<file path="src/rtl/cld_pkg.sv">
package cld_pkg;

    typedef logic [7:0] byte_t;

    localparam int LENGTH_BITS_DEFAULT = 24;

    // Header text "Content-Length: " that opens every message.
    localparam int HDR_LEN  = 16;
    localparam int HDR_POSW = $clog2(HDR_LEN);

    localparam byte_t HDR_TEXT [HDR_LEN] = '{
        8'h43, 8'h6F, 8'h6E, 8'h74, 8'h65, 8'h6E, 8'h74, 8'h2D,
        8'h4C, 8'h65, 8'h6E, 8'h67, 8'h74, 8'h68, 8'h3A, 8'h20
    };

    localparam byte_t CHAR_ZERO  = 8'h30;
    localparam byte_t CHAR_NINE  = 8'h39;
    localparam byte_t CHAR_SPACE = 8'h20;
    localparam byte_t CHAR_TAB   = 8'h09;
    localparam byte_t CHAR_CR    = 8'h0D;

    // Space, tab, LF, VT, FF and CR.
    function automatic logic is_ws(input byte_t c);
        return (c == CHAR_SPACE) || (c >= CHAR_TAB && c <= CHAR_CR);
    endfunction

    function automatic logic is_digit(input byte_t c);
        return (c >= CHAR_ZERO) && (c <= CHAR_NINE);
    endfunction

endpackage

</file>
<file path="src/rtl/content_length_deframer_core.sv">
// Channel   Ports                                 Beat carries
// input     s_valid s_ready s_in_byte             one byte of the framed stream
// result    m_valid m_ready m_payload_byte        one body byte and its
//           m_is_last                             end-of-body flag
//
// One byte is accepted per cycle; all decoding is done in the same cycle as
// the accept and the body byte appears in the output register in the next cycle.
// The output register sets the rate: a new byte is taken whenever that
// register is empty or is being drained in the same cycle.
// Reset (aresetn low at a clock edge) returns the decoder to header hunting.
// A stall on m_ready holds the result and stops input only while it lasts.
module content_length_deframer_core #(
    parameter int LENGTH_BITS = cld_pkg::LENGTH_BITS_DEFAULT
) (
    input  logic           aclk,
    input  logic           aresetn,
    input  logic           s_valid,
    output logic           s_ready,
    input  cld_pkg::byte_t s_in_byte,
    output logic           m_valid,
    input  logic           m_ready,
    output cld_pkg::byte_t m_payload_byte,
    output logic           m_is_last
);
    import cld_pkg::*;

    typedef enum logic [1:0] {
        PH_HUNT   = 2'd0,
        PH_LENGTH = 2'd1,
        PH_BODY   = 2'd2
    } phase_t;

    localparam int LB = LENGTH_BITS;

    phase_t                phase_reg, phase_next;
    logic [HDR_POSW-1:0]   prefix_pos_reg, prefix_pos_next;
    logic [LB-1:0]         length_value_reg, length_value_next;
    logic                  length_started_reg, length_started_next;
    logic                  digits_ended_reg, digits_ended_next;
    logic [LB-1:0]         body_count_reg, body_count_next;

    logic                  m_valid_reg;
    byte_t                 m_payload_byte_reg;
    logic                  m_is_last_reg;

    logic                  accept;
    logic                  out_fire;
    logic                  out_last;
    logic [LB+3:0]         len_wide;
    logic [LB-1:0]         len_sat;
    logic [LB-1:0]         count_inc;

    assign s_ready        = !m_valid_reg || m_ready;
    assign accept         = s_valid && s_ready;
    assign m_valid        = m_valid_reg;
    assign m_payload_byte = m_payload_byte_reg;
    assign m_is_last      = m_is_last_reg;

    // length * 10 + digit, saturated to the all-ones value.
    assign len_wide  = ({4'b0, length_value_reg} << 3) + ({4'b0, length_value_reg} << 1)
                     + {{LB{1'b0}}, 4'(s_in_byte - CHAR_ZERO)};
    assign len_sat   = (len_wide[LB+3:LB] != 4'd0) ? {LB{1'b1}} : len_wide[LB-1:0];
    assign count_inc = body_count_reg + LB'(1);

    always_comb begin
        phase_next          = phase_reg;
        prefix_pos_next     = prefix_pos_reg;
        length_value_next   = length_value_reg;
        length_started_next = length_started_reg;
        digits_ended_next   = digits_ended_reg;
        body_count_next     = body_count_reg;
        out_fire            = 1'b0;
        out_last            = 1'b0;

        if (accept) begin
            unique case (phase_reg)
                PH_HUNT: begin
                    // A mismatch restarts the match without retesting this byte.
                    if (s_in_byte == HDR_TEXT[prefix_pos_reg]) begin
                        if (prefix_pos_reg == HDR_POSW'(HDR_LEN - 1)) begin
                            prefix_pos_next     = '0;
                            phase_next          = PH_LENGTH;
                            length_value_next   = '0;
                            length_started_next = 1'b0;
                            digits_ended_next   = 1'b0;
                        end else begin
                            prefix_pos_next = prefix_pos_reg + HDR_POSW'(1);
                        end
                    end else begin
                        prefix_pos_next = '0;
                    end
                end
                PH_LENGTH: begin
                    if (!length_started_reg && is_ws(s_in_byte)) begin
                        phase_next = PH_LENGTH;
                    end else if (is_ws(s_in_byte)) begin
                        phase_next          = PH_BODY;
                        body_count_next     = '0;
                        length_started_next = 1'b0;
                        digits_ended_next   = 1'b0;
                    end else begin
                        length_started_next = 1'b1;
                        if (!digits_ended_reg) begin
                            if (is_digit(s_in_byte)) begin
                                length_value_next = len_sat;
                            end else begin
                                digits_ended_next = 1'b1;
                            end
                        end
                    end
                end
                PH_BODY: begin
                    // Whitespace ahead of the first body byte is dropped.
                    if (!(body_count_reg == '0 && is_ws(s_in_byte))) begin
                        out_fire = 1'b1;
                        // A wrapped count also ends the body; length 0 ends it on the first byte.
                        if (count_inc >= length_value_reg || count_inc == '0) begin
                            out_last        = 1'b1;
                            phase_next      = PH_HUNT;
                            prefix_pos_next = '0;
                            body_count_next = '0;
                        end else begin
                            body_count_next = count_inc;
                        end
                    end
                end
                default: begin
                    phase_next      = PH_HUNT;
                    prefix_pos_next = '0;
                end
            endcase
        end
    end

    always_ff @(posedge aclk) begin
        if (!aresetn) begin
            phase_reg          <= PH_HUNT;
            prefix_pos_reg     <= '0;
            length_value_reg   <= '0;
            length_started_reg <= 1'b0;
            digits_ended_reg   <= 1'b0;
            body_count_reg     <= '0;
            m_valid_reg        <= 1'b0;
        end else begin
            phase_reg          <= phase_next;
            prefix_pos_reg     <= prefix_pos_next;
            length_value_reg   <= length_value_next;
            length_started_reg <= length_started_next;
            digits_ended_reg   <= digits_ended_next;
            body_count_reg     <= body_count_next;
            if (accept) begin
                m_valid_reg <= out_fire;
            end else if (m_ready) begin
                m_valid_reg <= 1'b0;
            end
        end
    end

    always_ff @(posedge aclk) begin
        if (accept && out_fire) begin
            m_payload_byte_reg <= s_in_byte;
            m_is_last_reg      <= out_last;
        end
    end

endmodule

</file>
<file path="config.mk">
export PLATFORM = sky130hd
export DESIGN_NAME = content_length_deframer_core
export DESIGN_NICKNAME = d
export VERILOG_FILES = /design/src/rtl/cld_pkg.sv /design/src/rtl/content_length_deframer_core.sv
export SDC_FILE = /design/constraint.sdc
export NUM_CORES = 1
export LEC_CHECK = 0
export BUFFER_PORTS_ARGS = -buffer_cell sky130_fd_sc_hd__buf_2
export CAP_MARGIN = 20
export CORE_UTILIZATION = 45
export DETAILED_ROUTE_END_ITERATION = 7
export PLACE_DENSITY = 0.66
export SLEW_MARGIN = 20
export SYNTH_ARGS = -nofsm -noshare
export SYNTH_HDL_FRONTEND = slang
export SYNTH_SLANG_ARGS = --single-unit
export TNS_END_PERCENT = 20
</file>
<file path="constraint.sdc">
create_clock -name aclk -period 8.97 [get_ports aclk]
set_clock_uncertainty 0.2 [all_clocks]
set_input_delay 0.897 -clock aclk [delete_from_list [all_inputs] [get_ports aclk]]
set_output_delay 0.897 -clock aclk [all_outputs]
set_load 0.02 [all_outputs]
</file>
==> results of run 1 <==
==> worst min-delay path: cells and delay by family (launching register included) <==
family           cells  cell delay (ps)
AND/OR/NAND/NOR      2              130
flip-flops           1              360
==> layout make-up <==
| cell class | instances | share of cell area, % |
|---|---|---|
| clock inverters | 7 | 1.266 |
| flip-flops and latches | 66 | 21.64 |
| well taps | 176 | 3.376 |
| repair buffers | 24 | 1.918 |
| multi-input cells | 585 | 66.05 |
| clock buffers | 9 | 3.453 |
| inverters | 40 | 2.302 |
==> layer usage <==
metal | share of wire, % | global-route usage [%]
met1 | 48 | 32.65
met2 | 46 | 37.83
met3 | 4.6 | 2.558
met4 | 1.9 | 8.465
met5 | 0 | 0
==> worst min-delay path by stage <==
stage,from,end,slack (ps)
after global routing,body_count_reg[23]$_SDFFE_PN0P_,body_count_reg[23]$_SDFFE_PN0P_,380
after detailed placement,body_count_reg[23]$_SDFFE_PN0P_,body_count_reg[23]$_SDFFE_PN0P_,330
after floorplan,body_count_reg[23]$_SDFFE_PN0P_,body_count_reg[23]$_SDFFE_PN0P_,270
after global placement,body_count_reg[23]$_SDFFE_PN0P_,body_count_reg[23]$_SDFFE_PN0P_,300
after CTS,body_count_reg[23]$_SDFFE_PN0P_,body_count_reg[23]$_SDFFE_PN0P_,340
final,body_count_reg[23]$_SDFFE_PN0P_,body_count_reg[23]$_SDFFE_PN0P_,330
==> through the flow <==
stage                     cells  hold slack, ps  utilization (%)  total power, uW
final                       907           329.9            49.25            689.8
after global routing        907           377.5            49.25            708.4
after CTS                   907           338.2            49.19            693.6
after detailed placement    891           326.1            46.86            324.2
after global placement      891           296.6            46.86            323.6
after floorplan             734           274.3                -            317.1
==> logic make-up after synthesis <==
| kind of cell | synth area share (%) |
|---|---|
| xor+xnor | 6.306 |
| mux | 1.699 |
| fa+ha+maj | 16.83 |
| simple gates | 22.28 |
| compound gates | 23.24 |
| buf+inv | 6.552 |
| flops | 23.10 |
==> report_power, final <==
part	switching (uW)	internal (uW)	total (uW)	leakage, uW
clock	152	220	372	0.000151
combinational	12.5	5.96	18.5	0.00214
sequential	0.0138	299	299	0.000540
==> cell usage in the layout (no fill, tap or decap), types with 22 or more instances in the layout <==
cell type and instances:
nor2_1 43, nand3_1 29, a221o_1 22, ha_1 79, dfxtp_1 57, buf_2 22, xnor2_1 27, nand2_1 55
o21ai_0 37, inv_1 39, a21oi_1 44
==> flow_summary_export.csv, run 1 <==
group,metric,value,unit
outcome,status,"completed",
synthesis,synth_cell_types,81,
synthesis,synthCells,734,
clock_network,hold_buffers,0,
synthesis,yosys.area.top_type,"dfxtp_1",
final_layout,multi_input_area,0.004308,mm2
clock_network,clock_latency,350,ps
timing,max_slew.worst_pin.slew,1049,ps
synthesis,synth-edff-count,9,
die,die_w,118.5,um
drt,firstDrtPassIters,5,
clock_network,cts_resized,0,
timing,setup_violations,0,
worst_setup_path,worstReg2RegEnd,"body_count_reg[0]$_SDFFE_PN0P_",
synthesis,synth-seq-cells,66,
place,dpl_cell_area,0.006206,mm2
timing,post-route-period-util,56.66,%
place,io_buffer_count,22,
worst_setup_path,r2r_start,"body_count_reg[0]$_SDFFE_PN0P_",
clock_network,cts_tree,"built",
synthesis,ys_seq_area_share,23.10,%
timing,rsz0062_at_grt,"false",
final_layout,fillCellCount,1269,
drt,finalWirelength,15.92,mm
grt,grt_antenna_before_repair,0,
grt,grt_pass1_wl,26.79,mm
synthesis,synth_area,0.006111,mm2
clock_network,postCtsSetupRepairBufs,0,
place,post-place-ws,3955,ps
grt,grt_max_degree,28,
grt,grt_overflow_total,0,
worst_setup_path,critPathMaxFanout,27,
die,pin_count,23,
place,hpwl,12.12,mm
synthesis,yosys-top-cells-area,"dfxtp_1 19%, ha_1 16%, edfxtp_1 4.4%",
drt,drc_errors,0,
timing,timing.fmax,0.1967,GHz
worst_setup_path,cp-start-kind,"flip-flop",
synthesis,yosys_warnings,0,
run,drv_cap,0,
timing,layout_setup_ws,3887,ps
die,die_area,0.01405,mm2
worst_hold_path,hold_depth,2,
grt,grt_pass1_vias,5366,
worst_setup_path,critPathRequiredTime,9030,ps
synthesis,ys.flop_type,"dfxtp_1",
final_layout,seqCellArea,0.001411,mm2
synthesis,async_reset_ff_share,0,%
die,core_area,0.01324,mm2
drt,ant_nets,0,
power,vdd_drop_max,0.09317,mV
worst_setup_path,cp_cell_sequence,"ha_1 -> nand2_1 -> nor4_2 -> nand2_1 -> or3_1 -> xnor2_1 -> ha_1 -> a21o_1 -> a221oi_1 -> o21ai_0 -> a21oi_1 -> and4_1 -> nand2_2 -> o21ai_0",
final_layout,final_area,0.006523,mm2
place,gp_congestion,0.8797,
clock_network,cts_made_buffers,9,
final_layout,drive_above_1_share,8.482,%
clock_network,root_buffer,"clkbuf_16",
power,p_leak,0.002836,uW
synthesis,synth_nets,827,
synthesis,synth_top_area_share,18.67,%
worst_setup_path,startpoint,"body_count_reg[0]$_SDFFE_PN0P_",
worst_setup_path,r2r_slack,3890,ps
drt,vias,5620,
clock_network,clock_tree.buffer_depth,2,
final_layout,insertedDiodeCount,0,
worst_setup_path,worstSetupPathType,"flip-flop to flip-flop",
worst_setup_path,worst_path_max_delay_cell,"and4_1",
drt,drt-vias-per-instance,6.196,
die,dieHeight,118.5,um
clock_network,htree_levels,3,
timing,relSlewSlack,30.10,%
final_layout,final_nets,819,
timing,finalMaxSlewViolations,0,
worst_hold_path,hp-class,"flip-flop to flip-flop",
worst_setup_path,path_delay_family,"simple AND/OR/NAND/NOR gates",
grt,grt_use_total,23.60,%
clock_network,cts.sinks,66,
timing,hold_viol,0,
timing,fin_crit,5083,ps
synthesis,synth_area_per_cell,8.325,um2
power,p_per_area,105.8,mW/mm2
worst_setup_path,path_depth,14,
synthesis,ys_top_cells_by_count,"79 x ha_1, 57 x dfxtp_1, 55 x nand2_1",
worst_setup_path,endpoint,"body_count_reg[0]$_SDFFE_PN0P_",
clock_network,clk_pin_slew_worst_paths,60,ps
worst_setup_path,path_buf_inv,0,
drt,drt_iter0_markers,473,
final_layout,syn_to_final_growth,6.736,%
timing,tns,0,ps
worst_setup_path,worst_path_largest_cell_delay,890,ps
die,start_util,46.15,%
worst_setup_path,r2r_cells,14,
die,core.rowCount,42,
worst_setup_path,arrival,5140,ps
drt,wl_per_cell,17.55,um
synthesis,synth.most_common_cell,"ha_1",
worst_setup_path,end_kind,"flip-flop",
Power figures use the tool's default switching activity.
==> run 2, diff against run 1 <==
--- a/config.mk
+++ b/config.mk
@@ -9,7 +9,7 @@
 export CAP_MARGIN = 20
 export CORE_UTILIZATION = 45
 export DETAILED_ROUTE_END_ITERATION = 7
-export PLACE_DENSITY = 0.66
+export PLACE_DENSITY = 0.68
 export SLEW_MARGIN = 20
 export SYNTH_ARGS = -nofsm -noshare
 export SYNTH_HDL_FRONTEND = slang
==> constraint.sdc (replaced) <==
create_clock -name aclk -period 4.4 [get_ports aclk]
set_clock_uncertainty 0.2 [all_clocks]
set_input_delay 0.44 -clock aclk [delete_from_list [all_inputs] [get_ports aclk]]
set_output_delay 0.44 -clock aclk [all_outputs]
set_load 0.02 [all_outputs]
==> run 2 against run 1 <==
Flip-flop and latch count unchanged; count of clock-buffer cells in the layout did not move; die area unchanged; combinational power is 110% higher; wire length rose by 1.5%; global-route usage is 0.17 points lower; critical path depth is 1 lower; hold slack got worse by 210 ps; critical path type unchanged.
==> flow_summary_export.csv, run 2 (synthesis results as in run 1) <==
group,metric,value,unit
worst_setup_path,critPathRequiredTime,4480,ps
grt,grt_pass1_wl,26.57,mm
grt,grt_antenna_before_repair,0,
worst_setup_path,r2r_slack,310,ps
power,p_leak,0.002978,uW
power,vdd_drop_max,0.1950,mV
die,start_util,46.15,%
grt,grt_overflow_total,0,
final_layout,drive_above_1_share,12.04,%
worst_setup_path,cp_cell_sequence,"nand4_1 -> or4_1 -> nor2_1 -> xor2_1 -> ha_1 -> nand2_1 -> o21ai_0 -> a221oi_1 -> o21ai_0 -> a21oi_1 -> and4_2 -> buf_4 -> a32o_1",
drt,drt-vias-per-instance,6.070,
drt,firstDrtPassIters,6,
clock_network,clock_tree.buffer_depth,2,
clock_network,htree_levels,3,
worst_setup_path,worst_path_largest_cell_delay,690,ps
grt,use_met1,31.59,%
final_layout,syn_to_final_growth,10.07,%
final_layout,final_nets,844,
final_layout,final_common_cell,"ha_1",
grt,gr-usage-met2,38.45,%
worst_setup_path,path_buf_inv,1,
worst_setup_path,arrival,4160,ps
grt,grt_pass1_vias,5371,
grt,grt_max_degree,25,
clock_network,hold_buffers,0,
place,post-place-ws,254.0,ps
drt,drt_iter0_markers,463,
worst_hold_path,hp-start,"s_in_byte[7]",
place,dpl_cell_area,0.006394,mm2
timing,max_slew.worst_pin.slew,970.4,ps
timing,tns,0,ps
final_layout,final_area,0.006726,mm2
outcome,status,"completed",
clock_network,cts_tree,"built",
drt,ant_nets,0,
final_layout,fillCellCount,1290,
drt,finalWirelength,16.15,mm
timing,finalMaxSlewViolations,0,
timing,timing.fmax,0.2448,GHz
clock_network,root_buffer,"clkbuf_16",
worst_setup_path,worst_path_max_delay_cell,"or4_1",
final_layout,utilization,50.79,%
worst_hold_path,hold_end,"m_payload_byte[7]$_DFFE_PP_",
clock_network,cts_resized,0,
worst_setup_path,worstReg2RegEnd,"body_count_reg[3]$_SDFFE_PN0P_",
timing,layout_setup_ws,314.2,ps
die,core_area,0.01324,mm2
power,p_per_area,213.8,mW/mm2
timing,setup_violations,0,
timing,relSlewSlack,35.31,%
drt,vias,5657,
grt,grt_use_total,23.43,%
timing,hold_viol,0,
place,hpwl,12.55,mm
worst_setup_path,r2r_start,"body_count_reg[9]$_SDFFE_PN0P_",
run,drv_cap,0,
worst_setup_path,path_delay_family,"simple AND/OR/NAND/NOR gates",
grt,top_usage_layer,"met2",
place,gp_congestion,0.8972,
worst_setup_path,critPathMostFrequentCell,"o21ai_0",
clock_network,postCtsSetupRepairBufs,0,
worst_hold_path,hp-class,"input port to flip-flop",
die,core.rowCount,42,
timing,rsz0062_at_grt,"false",
timing,fin_crit,4086,ps
place,io_buffer_count,22,
grt,grt.met3_usage,2.654,%
clock_network,cts_made_buffers,9,
power,power,1438,uW
clock_network,clk_pin_slew_worst_paths,60,ps
worst_hold_path,hold_depth,1,
worst_setup_path,cp-start-kind,"flip-flop",
die,dieHeight,118.5,um
drt,drc_errors,0,
final_layout,insertedDiodeCount,0,
clock_network,clock_latency,340,ps
worst_setup_path,critPathMaxFanout,14,
worst_setup_path,r2r_cells,13,
die,die_w,118.5,um
timing,post-route-period-util,92.86,%
die,die_area,0.01405,mm2
die,pin_count,23,
worst_setup_path,worstSetupPathType,"flip-flop to flip-flop",
final_layout,final_cell_mix,"79 x ha_1, 55 x nand2_1, 55 x dfxtp_1, 43 x a21oi_1, 43 x nor2_1",
drt,wl_per_cell,17.33,um
clock_network,cts.sinks,66,
worst_setup_path,end_kind,"flip-flop",
## run 2: through the flow
step | hold WS (ps) | std cells
6_report | 122.6 | 932
5_1_grt | 128.3 | 932
4_1_cts | 113.3 | 932
3_5_place_dp | 321.0 | 916
3_3_place_gp | 304.4 | 916
2_1_floorplan | 274.3 | 734
## run 2: layout make-up
| class | count | area [um2] | share of cell area [%] |
|---|---|---|---|
| clock buffer | 9 | 225.2 | 3.348 |
| clock inverter | 7 | 100.1 | 1.488 |
| inverter | 40 | 150.1 | 2.232 |
| multi-input combinational | 585 | 4304 | 63.99 |
| sequential | 66 | 1414 | 21.02 |
| tap | 176 | 220.2 | 3.274 |
| timing repair buffer | 49 | 312.8 | 4.650 |
## run 2: worst max path at each step
stage,slack (ps),end,cells after the start,start
3_3_place_gp,370,body_count_reg[1]$_SDFFE_PN0P_,13,body_count_reg[9]$_SDFFE_PN0P_
2_1_floorplan,460,body_count_reg[15]$_SDFFE_PN0P_,16,body_count_reg[0]$_SDFFE_PN0P_
4_1_cts,220,body_count_reg[3]$_SDFFE_PN0P_,13,body_count_reg[9]$_SDFFE_PN0P_
3_5_place_dp,250,body_count_reg[4]$_SDFFE_PN0P_,13,body_count_reg[9]$_SDFFE_PN0P_
6_report,310,body_count_reg[3]$_SDFFE_PN0P_,13,body_count_reg[9]$_SDFFE_PN0P_
5_1_grt,10,body_count_reg[3]$_SDFFE_PN0P_,13,body_count_reg[9]$_SDFFE_PN0P_
## run 2: power breakdown
part / total, uW / leakage [uW] / switching, uW / internal (uW)
sequential: 610 / 0.000541 / 0.0249 / 610
combinational: 38.2 / 0.00228 / 26.0 / 12.3
clock: 789 / 0.000160 / 289 / 501
total: 1440 / 0.00298 / 315 / 1120
## run 2: layer usage
metal	part of all wire (%)	vias up	wire (um)
li1	-	2813	-
met1	47	2667	7638
met2	46	148	7495
met3	4.0	29	646
met4	2.3	0	371
met5	0	-	0
==> run 3, diff against run 2 <==
--- a/config.mk
+++ b/config.mk
@@ -6,10 +6,11 @@
 export NUM_CORES = 1
 export LEC_CHECK = 0
 export BUFFER_PORTS_ARGS = -buffer_cell sky130_fd_sc_hd__buf_2
-export CAP_MARGIN = 20
+export CAP_MARGIN = 15
 export CORE_UTILIZATION = 45
 export DETAILED_ROUTE_END_ITERATION = 7
 export PLACE_DENSITY = 0.68
+export RECOVER_POWER = 25
 export SLEW_MARGIN = 20
 export SYNTH_ARGS = -nofsm -noshare
 export SYNTH_HDL_FRONTEND = slang
==> run 3 against run 2 <==
Hold slack improved by 61 ps; wire length about the same; critical path depth unchanged; global-route usage unchanged; cell count unchanged; power decreased by 0.31%; design area decreased by 0.43%; highest routed layer unchanged.
==> flow_summary_export.csv, run 3 (synthesis results as in run 1) <==
group,metric,value,unit
timing,max_slew.worst_pin.slew,976.8,ps
place,dpl_cell_area,0.006394,mm2
worst_setup_path,worst_path_max_delay_cell,"or4_1",
power,swShare,21.73,%
place,post-place-ws,254.0,ps
final_layout,final_common_cell,"ha_1",
clock_network,htree_levels,3,
clock_network,root_buffer,"clkbuf_16",
die,dieHeight,118.5,um
clock_network,clock_tree.buffer_depth,2,
die,die_area,0.01405,mm2
drt,wl_per_cell,17.34,um
timing,layout_setup_ws,313.1,ps
power,p_leak,0.002925,uW
grt,grt_antenna_before_repair,0,
drt,vias,5663,
worst_setup_path,cp-start-kind,"flip-flop",
timing,tns,0,ps
place,hpwl,12.55,mm
power,seq_power_share,42.6,%
clock_network,postCtsSetupRepairBufs,0,
power,p_per_area,214.0,mW/mm2
die,start_util,46.15,%
outcome,status,"completed",
final_layout,drive_above_1_share,9.392,%
power,intPower,1122,uW
worst_setup_path,worst_path_largest_cell_delay,690,ps
timing,post-route-period-util,92.88,%
drt,finalWirelength,16.16,mm
die,core.rowCount,42,
worst_setup_path,worstSetupPathType,"flip-flop to flip-flop",
power,vdd_drop_max,0.1932,mV
worst_setup_path,critPathMostFrequentCell,"o21ai_0",
drt,ant_nets,0,
place,io_buffer_count,22,
grt,grt_pass1_vias,5371,
worst_setup_path,end_kind,"flip-flop",
final_layout,final_nets,844,
timing,rsz0062_at_grt,"false",
power,p_switching,311.5,uW
grt,grt_use_total,23.43,%
timing,whs,183.2,ps
final_layout,fillCellCount,1307,
power,comb_power_share,2.6,%
drt,drc_errors,0,
clock_network,clock_latency,340,ps
drt,drt_iter0_markers,448,
final_layout,final_cell_mix,"79 x ha_1, 55 x nand2_1, 55 x dfxtp_1, 43 x a21oi_1, 43 x nor2_1",
timing,fin_crit,4087,ps
final_layout,syn_to_final_growth,9.603,%
final_layout,seqCellArea,0.001414,mm2
drt,drt-vias-per-instance,6.076,
worst_setup_path,cp_cell_sequence,"nand4_1 -> or4_1 -> nor2_1 -> xor2_1 -> ha_1 -> nand2_1 -> o21ai_0 -> a221oi_1 -> o21ai_0 -> a21oi_1 -> and4_2 -> buf_4 -> a32o_1",
die,pin_count,23,
place,gp_congestion,0.8972,
worst_setup_path,critPathMaxFanout,14,
clock_network,hold_buffers,0,
timing,setup_violations,0,
drt,firstDrtPassIters,7,
timing,hold_viol,0,
grt,grt_overflow_total,0,
power,clkPwrFrac,54.8,%
worst_setup_path,critPathRequiredTime,4480,ps
die,die_w,118.5,um
clock_network,cts.sinks,66,
die,core_area,0.01324,mm2
timing,timing.fmax,0.2447,GHz
final_layout,final_area,0.006698,mm2
final_layout,insertedDiodeCount,0,
grt,grt_pass1_wl,26.57,mm
clock_network,cts_tree,"built",
timing,relSlewSlack,34.88,%
final_layout,multi_input_area,0.004299,mm2
worst_hold_path,hp-class,"input port to flip-flop",
clock_network,clk_pin_slew_worst_paths,60,ps
worst_setup_path,arrival,4160,ps
grt,grt_max_degree,25,
timing,finalMaxSlewViolations,0,
clock_network,cts_made_buffers,9,
run,drv_cap,0,
[run 3: cell types whose count changed in the layout (fill, tap and decap cells not counted), sizes merged]
| cell | previous run | this run |
|---|---|---|
| clkbuf | 9 | 28 |
| buf | 49 | 30 |
[run 3: layer usage]
metal	wire length, um	track usage [%]	up-vias	share of wire (%)
met2	7550	38.45	162	47
li1	-	-	2811	-
met3	790	2.654	24	4.9
met5	0	0	-	0
met1	7471	31.59	2666	46
met4	348	8.465	0	2.2
[run 3: path summary, 6_finish.rpt]
| path | end | slack [ps] | depth (start not counted) | start |
|---|---|---|---|---|
| worst max register to register | body_count_reg[3]$_SDFFE_PN0P_ | 310 | 13 | body_count_reg[9]$_SDFFE_PN0P_ |
| worst max-delay path | body_count_reg[3]$_SDFFE_PN0P_ | 310 | 13 | body_count_reg[9]$_SDFFE_PN0P_ |
| worst min-delay path | m_payload_byte[7]$_DFFE_PP_ | 180 | 1 | s_in_byte[7] |
| worst min register to register | body_count_reg[23]$_SDFFE_PN0P_ | 330 | 2 | body_count_reg[23]$_SDFFE_PN0P_ |
[run 3: power by group through the flow]
stage / sequential [uW] / clock, uW / combinational, uW
3_3_place_gp: 623 / 0 / 35.9
6_report: 610 / 786 / 37.1
2_1_floorplan: 623 / 0 / 23.0
4_1_cts: 610 / 797 / 37.4
5_1_grt: 610 / 818 / 40.9
3_5_place_dp: 623 / 0 / 37.1
[run 3: area by class of cell]
type / instances / area share (%)
clock buffers: 9 / 3.363
well taps: 176 / 3.288
flip-flops and latches: 66 / 21.11
clock inverters: 7 / 1.494
multi-input cells: 585 / 64.19
repair buffers: 49 / 4.315
inverters: 40 / 2.242
[run 3: repair_timing]
item                                    4_1_cts  5_1_grt
gates resized for setup                       0        4
hold endpoints to repair                      0        0
endpoints found under the setup margin        0       27
[run 3: worst max-delay path: cells and delay by family (launching register included)]
kind / cells / cell delay [ps]
simple gates: 5 / 1720
xor+xnor: 1 / 270
fa+ha+maj: 1 / 280
flops: 1 / 410
compound gates: 5 / 920
buf+inv: 1 / 230
[run 3: through the flow]
| stage | cells | util [%] | total power, uW |
|---|---|---|---|
| after floorplan | 734 | - | 646.4 |
| after global placement | 916 | 48.28 | 659.3 |
| after detailed placement | 916 | 48.28 | 660.6 |
| after CTS | 932 | 50.74 | 1445 |
| after global routing | 932 | 50.58 | 1469 |
| final | 932 | 50.58 | 1433 |
